--- src/design/pft_pkg.sv ---
// shared widths and control structs for the prime factorization block
package pft_pkg;

    localparam int VALUE_WIDTH = 32;
    localparam int DIV_WIDTH   = VALUE_WIDTH / 2 + 1;
    localparam int CNT_WIDTH   = $clog2(VALUE_WIDTH + 1);

    typedef struct packed {
        logic                   start;
        logic [VALUE_WIDTH-1:0] dividend;
        logic [DIV_WIDTH-1:0]   divisor;
    } pft_div_req_t;

    typedef struct packed {
        logic                   done;
        logic [VALUE_WIDTH-1:0] quotient;
        logic [DIV_WIDTH-1:0]   remainder;
    } pft_div_rsp_t;

endpackage

--- src/design/prime_factorization_trial.sv ---
// prime factorization by trial division: sequencer around a shared divider
// each trial divisor is issued, divided one quotient bit per step, then decided
// a value needs about max(second-largest prime, sqrt of largest) + multiplicity
// trial divisions; worst case a prime near 2**32 needs about 65535 divisors
// one item at a time: busy is high from acceptance until the last factor, if any
// rst_n clears the sequencer to idle; results are never held off by the receiver
module prime_factorization_trial
    import pft_pkg::*;
(
    input  logic                   clk,
    input  logic                   rst_n,
    input  logic                   start,
    input  logic [VALUE_WIDTH-1:0] value,
    output logic                   busy,
    output logic                   factor_valid,
    output logic [VALUE_WIDTH-1:0] factor,
    output logic                   last
);

    typedef enum logic [1:0] {
        S_IDLE,
        S_ISSUE,
        S_WAIT
    } state_t;

    state_t                 state_reg;
    logic [VALUE_WIDTH-1:0] remaining_reg;
    logic [DIV_WIDTH-1:0]   trial_divisor_reg;
    logic                   factor_valid_reg;
    logic [VALUE_WIDTH-1:0] factor_reg;
    logic                   last_reg;

    pft_div_req_t div_req;
    pft_div_rsp_t div_rsp;
    logic         past_root;
    logic         exact;

    assign div_req.start    = (state_reg == S_ISSUE);
    assign div_req.dividend = remaining_reg;
    assign div_req.divisor  = trial_divisor_reg;

    pft_divider u_divider (
        .clk   (clk),
        .rst_n (rst_n),
        .req   (div_req),
        .rsp   (div_rsp)
    );

    // divisor above quotient means divisor squared exceeds remaining
    assign past_root = (VALUE_WIDTH'(trial_divisor_reg) > div_rsp.quotient);
    assign exact     = (div_rsp.remainder == '0);

    always_ff @(posedge clk or negedge rst_n)
    begin
        if (!rst_n)
        begin
            state_reg         <= S_IDLE;
            remaining_reg     <= '0;
            trial_divisor_reg <= DIV_WIDTH'(2);
            factor_valid_reg  <= 1'b0;
            factor_reg        <= '0;
            last_reg          <= 1'b0;
        end
        else
        begin
            factor_valid_reg <= 1'b0;
            unique case (state_reg)
                S_IDLE:
                begin
                    if (start)
                    begin
                        remaining_reg     <= value;
                        trial_divisor_reg <= DIV_WIDTH'(2);
                        state_reg         <= S_ISSUE;
                    end
                end
                S_ISSUE:
                begin
                    state_reg <= S_WAIT;
                end
                S_WAIT:
                begin
                    if (div_rsp.done)
                    begin
                        priority if (past_root)
                        begin
                            if (remaining_reg > VALUE_WIDTH'(1))
                            begin
                                factor_valid_reg <= 1'b1;
                                factor_reg       <= remaining_reg;
                                last_reg         <= 1'b1;
                            end
                            state_reg <= S_IDLE;
                        end
                        else if (exact)
                        begin
                            factor_valid_reg <= 1'b1;
                            factor_reg       <= VALUE_WIDTH'(trial_divisor_reg);
                            last_reg         <= 1'b0;
                            remaining_reg    <= div_rsp.quotient;
                            state_reg        <= S_ISSUE;
                        end
                        else
                        begin
                            trial_divisor_reg <= trial_divisor_reg + DIV_WIDTH'(1);
                            state_reg         <= S_ISSUE;
                        end
                    end
                end
                default:
                begin
                    state_reg <= S_IDLE;
                end
            endcase
        end
    end

    assign busy         = (state_reg != S_IDLE);
    assign factor_valid = factor_valid_reg;
    assign factor       = factor_reg;
    assign last         = last_reg;

endmodule

--- src/design/pft_divider.sv ---
// iterative restoring divider, one quotient bit per cycle
module pft_divider
    import pft_pkg::*;
(
    input  logic         clk,
    input  logic         rst_n,
    input  pft_div_req_t req,
    output pft_div_rsp_t rsp
);

    logic                   active_reg;
    logic                   done_reg;
    logic [CNT_WIDTH-1:0]   count_reg;
    logic [VALUE_WIDTH-1:0] quot_reg;
    logic [DIV_WIDTH-1:0]   rem_reg;
    logic [DIV_WIDTH-1:0]   divisor_reg;

    logic [DIV_WIDTH:0]     shifted;
    logic [DIV_WIDTH:0]     diff;
    logic                   fits;
    logic [DIV_WIDTH-1:0]   rem_next;
    logic [VALUE_WIDTH-1:0] quot_next;

    always_comb
    begin
        shifted   = {rem_reg, quot_reg[VALUE_WIDTH-1]};
        diff      = shifted - {1'b0, divisor_reg};
        fits      = (shifted >= {1'b0, divisor_reg});
        rem_next  = fits ? diff[DIV_WIDTH-1:0] : shifted[DIV_WIDTH-1:0];
        quot_next = {quot_reg[VALUE_WIDTH-2:0], fits};
    end

    always_ff @(posedge clk or negedge rst_n)
    begin
        if (!rst_n)
        begin
            active_reg <= 1'b0;
            done_reg   <= 1'b0;
            count_reg  <= '0;
        end
        else
        begin
            done_reg <= 1'b0;
            if (req.start)
            begin
                active_reg <= 1'b1;
                count_reg  <= CNT_WIDTH'(VALUE_WIDTH);
            end
            else if (active_reg)
            begin
                count_reg <= count_reg - CNT_WIDTH'(1);
                if (count_reg == CNT_WIDTH'(1))
                begin
                    active_reg <= 1'b0;
                    done_reg   <= 1'b1;
                end
            end
        end
    end

    always_ff @(posedge clk)
    begin
        if (req.start)
        begin
            quot_reg    <= req.dividend;
            rem_reg     <= '0;
            divisor_reg <= req.divisor;
        end
        else if (active_reg)
        begin
            quot_reg <= quot_next;
            rem_reg  <= rem_next;
        end
    end

    assign rsp.done      = done_reg;
    assign rsp.quotient  = quot_reg;
    assign rsp.remainder = rem_reg;

endmodule

--- config.mk ---
export PLATFORM = sky130hd
export DESIGN_NAME = prime_factorization_trial
export DESIGN_NICKNAME = d
export VERILOG_FILES = /design/src/design/pft_pkg.sv /design/src/design/prime_factorization_trial.sv /design/src/design/pft_divider.sv
export SDC_FILE = /design/constraint.sdc
export NUM_CORES = 1
export LEC_CHECK = 0
export ABC_AREA = 1
export BUFFER_PORTS_ARGS = -buffer_cell sky130_fd_sc_hd__buf_4
export CORE_MARGIN = 2
export CORE_UTILIZATION = 55
export DETAILED_ROUTE_END_ITERATION = 8
export PLACE_DENSITY = 0.75
export RECOVER_POWER = 25
export SLEW_MARGIN = 15
export SYNTH_ARGS = -nofsm -noshare
export SYNTH_HDL_FRONTEND = slang
export SYNTH_HIERARCHICAL = 1
export SYNTH_SLANG_ARGS = --single-unit
--- constraint.sdc ---
create_clock -name clk -period 2.8 [get_ports clk]
set_input_delay 0.14 -clock clk [delete_from_list [all_inputs] [get_ports clk]]
set_output_delay 0.14 -clock clk [all_outputs]
set_load 0.005 [all_outputs]
==> impl_metrics.toml <==
[outcome]
outcome = "finished with violations"
violations = "capacitance limit, slew limit"

[sta]
slew-limit-headroom_pct = -41.62
max_freq_mhz = 390.1
final.min_clock_period_ns = 2.563
finalSetupViolCount = 0
worst_pin_slew_ns = 2.124
drv_slew = 94
finClkSkew_ns = 0.01241
period_share_pct = 91.54
grt_setup_unrepaired = "no"
tns_ns = 0
hold_viol = 0

[detailed_routing]
antenna_left = 0
wl_met2_um = 11890
drt-total-wl_um = 26720
vias = 9032
drtIter0Drc = 907
wl_met3_um = 2291
drt-met1-wl_um = 11960
routedWlPerCell_um = 16.64
detail_route.first_pass.iterations = 6
viasPerCell = 5.627
drc = 0
top_layer_used = "met4"

[cts]
cts_max_path_buffers = 2
root_buffer = "clkbuf_16"
clkSlewWorstSetupHoldPaths_ns = 0.07
ctsHtreeMaxLevel = 4
cts_sinks = 159
numCtsBuffers = 17
clk_latency_ns = 0.44
cts_setup_buffers = 0
cts_tree = "yes"

[setup_path]
worstPathRequired_ns = 3.17
path_max_fanout = 24
crit_type = "reg -> reg"
critPathArrivalTime_ns = 2.93
r2r_cells = 17
endpoint_kind = "register"
cp-start-kind = "register"

[logic_synthesis]
synth-seq-cells = 159
synth_top_area_cell = "dfrtp_1"
synth_cell_types = 45
synthTopCellsByArea = "dfrtp_1 (24%), nand2_1 (19%), edfxtp_1 (15%), nand3_1 (5.0%), inv_1 (4.9%)"
ys_warn_count = 6
syn_nets = 1370
syn_inst = 1297
seq_area_frac_synth_pct = 43.09
synth_edf_count = 49
async_flop_share_pct = 58.49
syn_area_um2 = 9609
syn_avg_cell_area_um2 = 7.409
ys.flop_type = "dfrtp_1"
synth_top_area_share_pct = 23.96

[cells_and_area]
final_nets = 1440
final_util_pct = 64.15
areaGrowthSynthToFinish_pct = 14.67
drive_gt1_share_pct = 13.41
n_antenna_cell = 0

[place]
portBuffers = 69
gp_congestion = 0.9818
dp_hpwl_um = 18900

[power_and_ir_drop]
total_power_w = 0.01123
irDropWorstVdd_mv = 0.6881
p_leak_nw = 5.778
power_density_nw_per_um2 = 1019

[die]
core-area_um2 = 17180
dieArea_um2 = 18550
io_pins = 70
fp.dieW_um = 136.2
initial_core_util_pct = 55.94
num_rows = 48
die_y_um = 136.2

[global_route]
antenna_found_initial = 0
grt_pass1_wl_um = 42390
grt_overflow = 0
grt_max_degree = 94
grt_pass1_vias = 8107
grt_use_total_pct = 29.82

[min_path]
hold_class = "in -> reg"
hold_depth = 5

[flow_run]
cap_violations = 1
## critical path: stages (launching register included)
cell and delay (ns):
dfstp_2 0.62, ha_1 0.28, nand2_1 0.08, nand2_1 0.04, nand2_1 0.05, nand2_1 0.05, nand2_1 0.05, nand2_1 0.05
nand2_1 0.08, nand2_2 0.06, nand2_2 0.09, nand2_4 0.14, nand2_4 0.19, buf_4 0.29, nand2_1 0.09, nand2_1 0.09
nand3_1 0.14, nand2_1 0.10
## final timing paths
check | from | endpoint | slack [ns]
min reg2reg | factor[23] | factor[23] | 0.48
min | value[21] | remaining_reg[21] | 0.05
min in group asynchronous | rst_n | remaining_reg[6] | 0.95
max reg2reg | trial_divisor_reg[1] | factor[2] | 0.24
max | trial_divisor_reg[1] | factor[2] | 0.24
max in group asynchronous | rst_n | factor[2] | 0.55
## what timing repair did
item                                   4_1_cts  5_1_grt
setup endpoints to repair                    0       33
resized for setup                            0        1
endpoints found under the hold margin       92        0
hold buffers                                 1        0
## layout by cell type (no fill, tap or decap), types with 5 or more instances in the layout
cell type  instances
nor3_1            17
nand3_1           96
nand4_1           75
dfxtp_1           17
nand3_2            7
buf_4             99
xnor2_1            9
clkbuf_16         18
nor2_1            71
a21oi_1           27
ha_1              37
nand3b_1          11
nand2_1          494
edfxtp_1          49
nand2_2            8
nor4_1             8
inv_2             15
inv_6              5
inv_1            126
o21ai_0           42
dfrtp_1           92
xor2_1             5
## through the flow
stage                     std cells  cell area, um2  setup WS (ns)  hold WS, ns
after floorplan                1297            9609         0.2758      -0.1556
after global placement         1571           10450         0.2841       0.2326
after detailed placement       1571           10450         0.2269       0.2206
after CTS                      1604           11020         0.2147      0.04914
after global routing           1605           11020        0.03113      0.07557
final                          1605           11020         0.2369      0.05150
## cell type report
type,count,area (um2)
well taps,225,281.5
clock inverters,12,93.84
inverters,143,536.8
repair buffers,106,845.8
fillers,1545,6157
clock buffers,20,467.9
multi-input cells,940,4653
flip-flops and latches,159,4140
## logic make-up (layout without fill, tap and decap cells)
kind of cell / after synthesis / count (layout) / synth area share, %
buf+inv: 199 / 281 / 8.750
compound gates: 79 / 79 / 4.401
xor+xnor: 14 / 14 / 1.276
simple gates: 808 / 809 / 37.46
flops: 159 / 159 / 43.09
fa+ha+maj: 38 / 38 / 5.026
## power by group
group / total (W) / leakage, nW / switching, W / internal (W)
combinational: 0.00495 / 3.61 / 0.00323 / 0.00172
sequential: 0.00402 / 1.88 / 0.000738 / 0.00328
clock: 0.00225 / 0.285 / 0.00102 / 0.00123
## layer usage
metal / vias up / global-route usage (%)
li1: 4363 / -
met1: 4176 / 43.93
met2: 432 / 44.03
met3: 61 / 6.339
met4: 0 / 9.375
met5: - / 0
## synthesized netlist by cell type, types with 4 or more instances
master,number
nand2_1,494
dfxtp_1,17
nor4_1,8
xnor2_1,9
dfrtp_1,92
nor2_2,4
nand3b_1,11
ha_1,37
nand4_1,75
inv_1,126
edfxtp_1,49
xor2_1,5
nand2_2,8
nand3_2,7
nand3_1,96
buf_6,8
o21ai_0,42
nor3_1,17
a21oi_1,27
nor2_1,72
clkbuf_1,26
buf_2,18
inv_2,15
(Power assumes the default switching activity.)
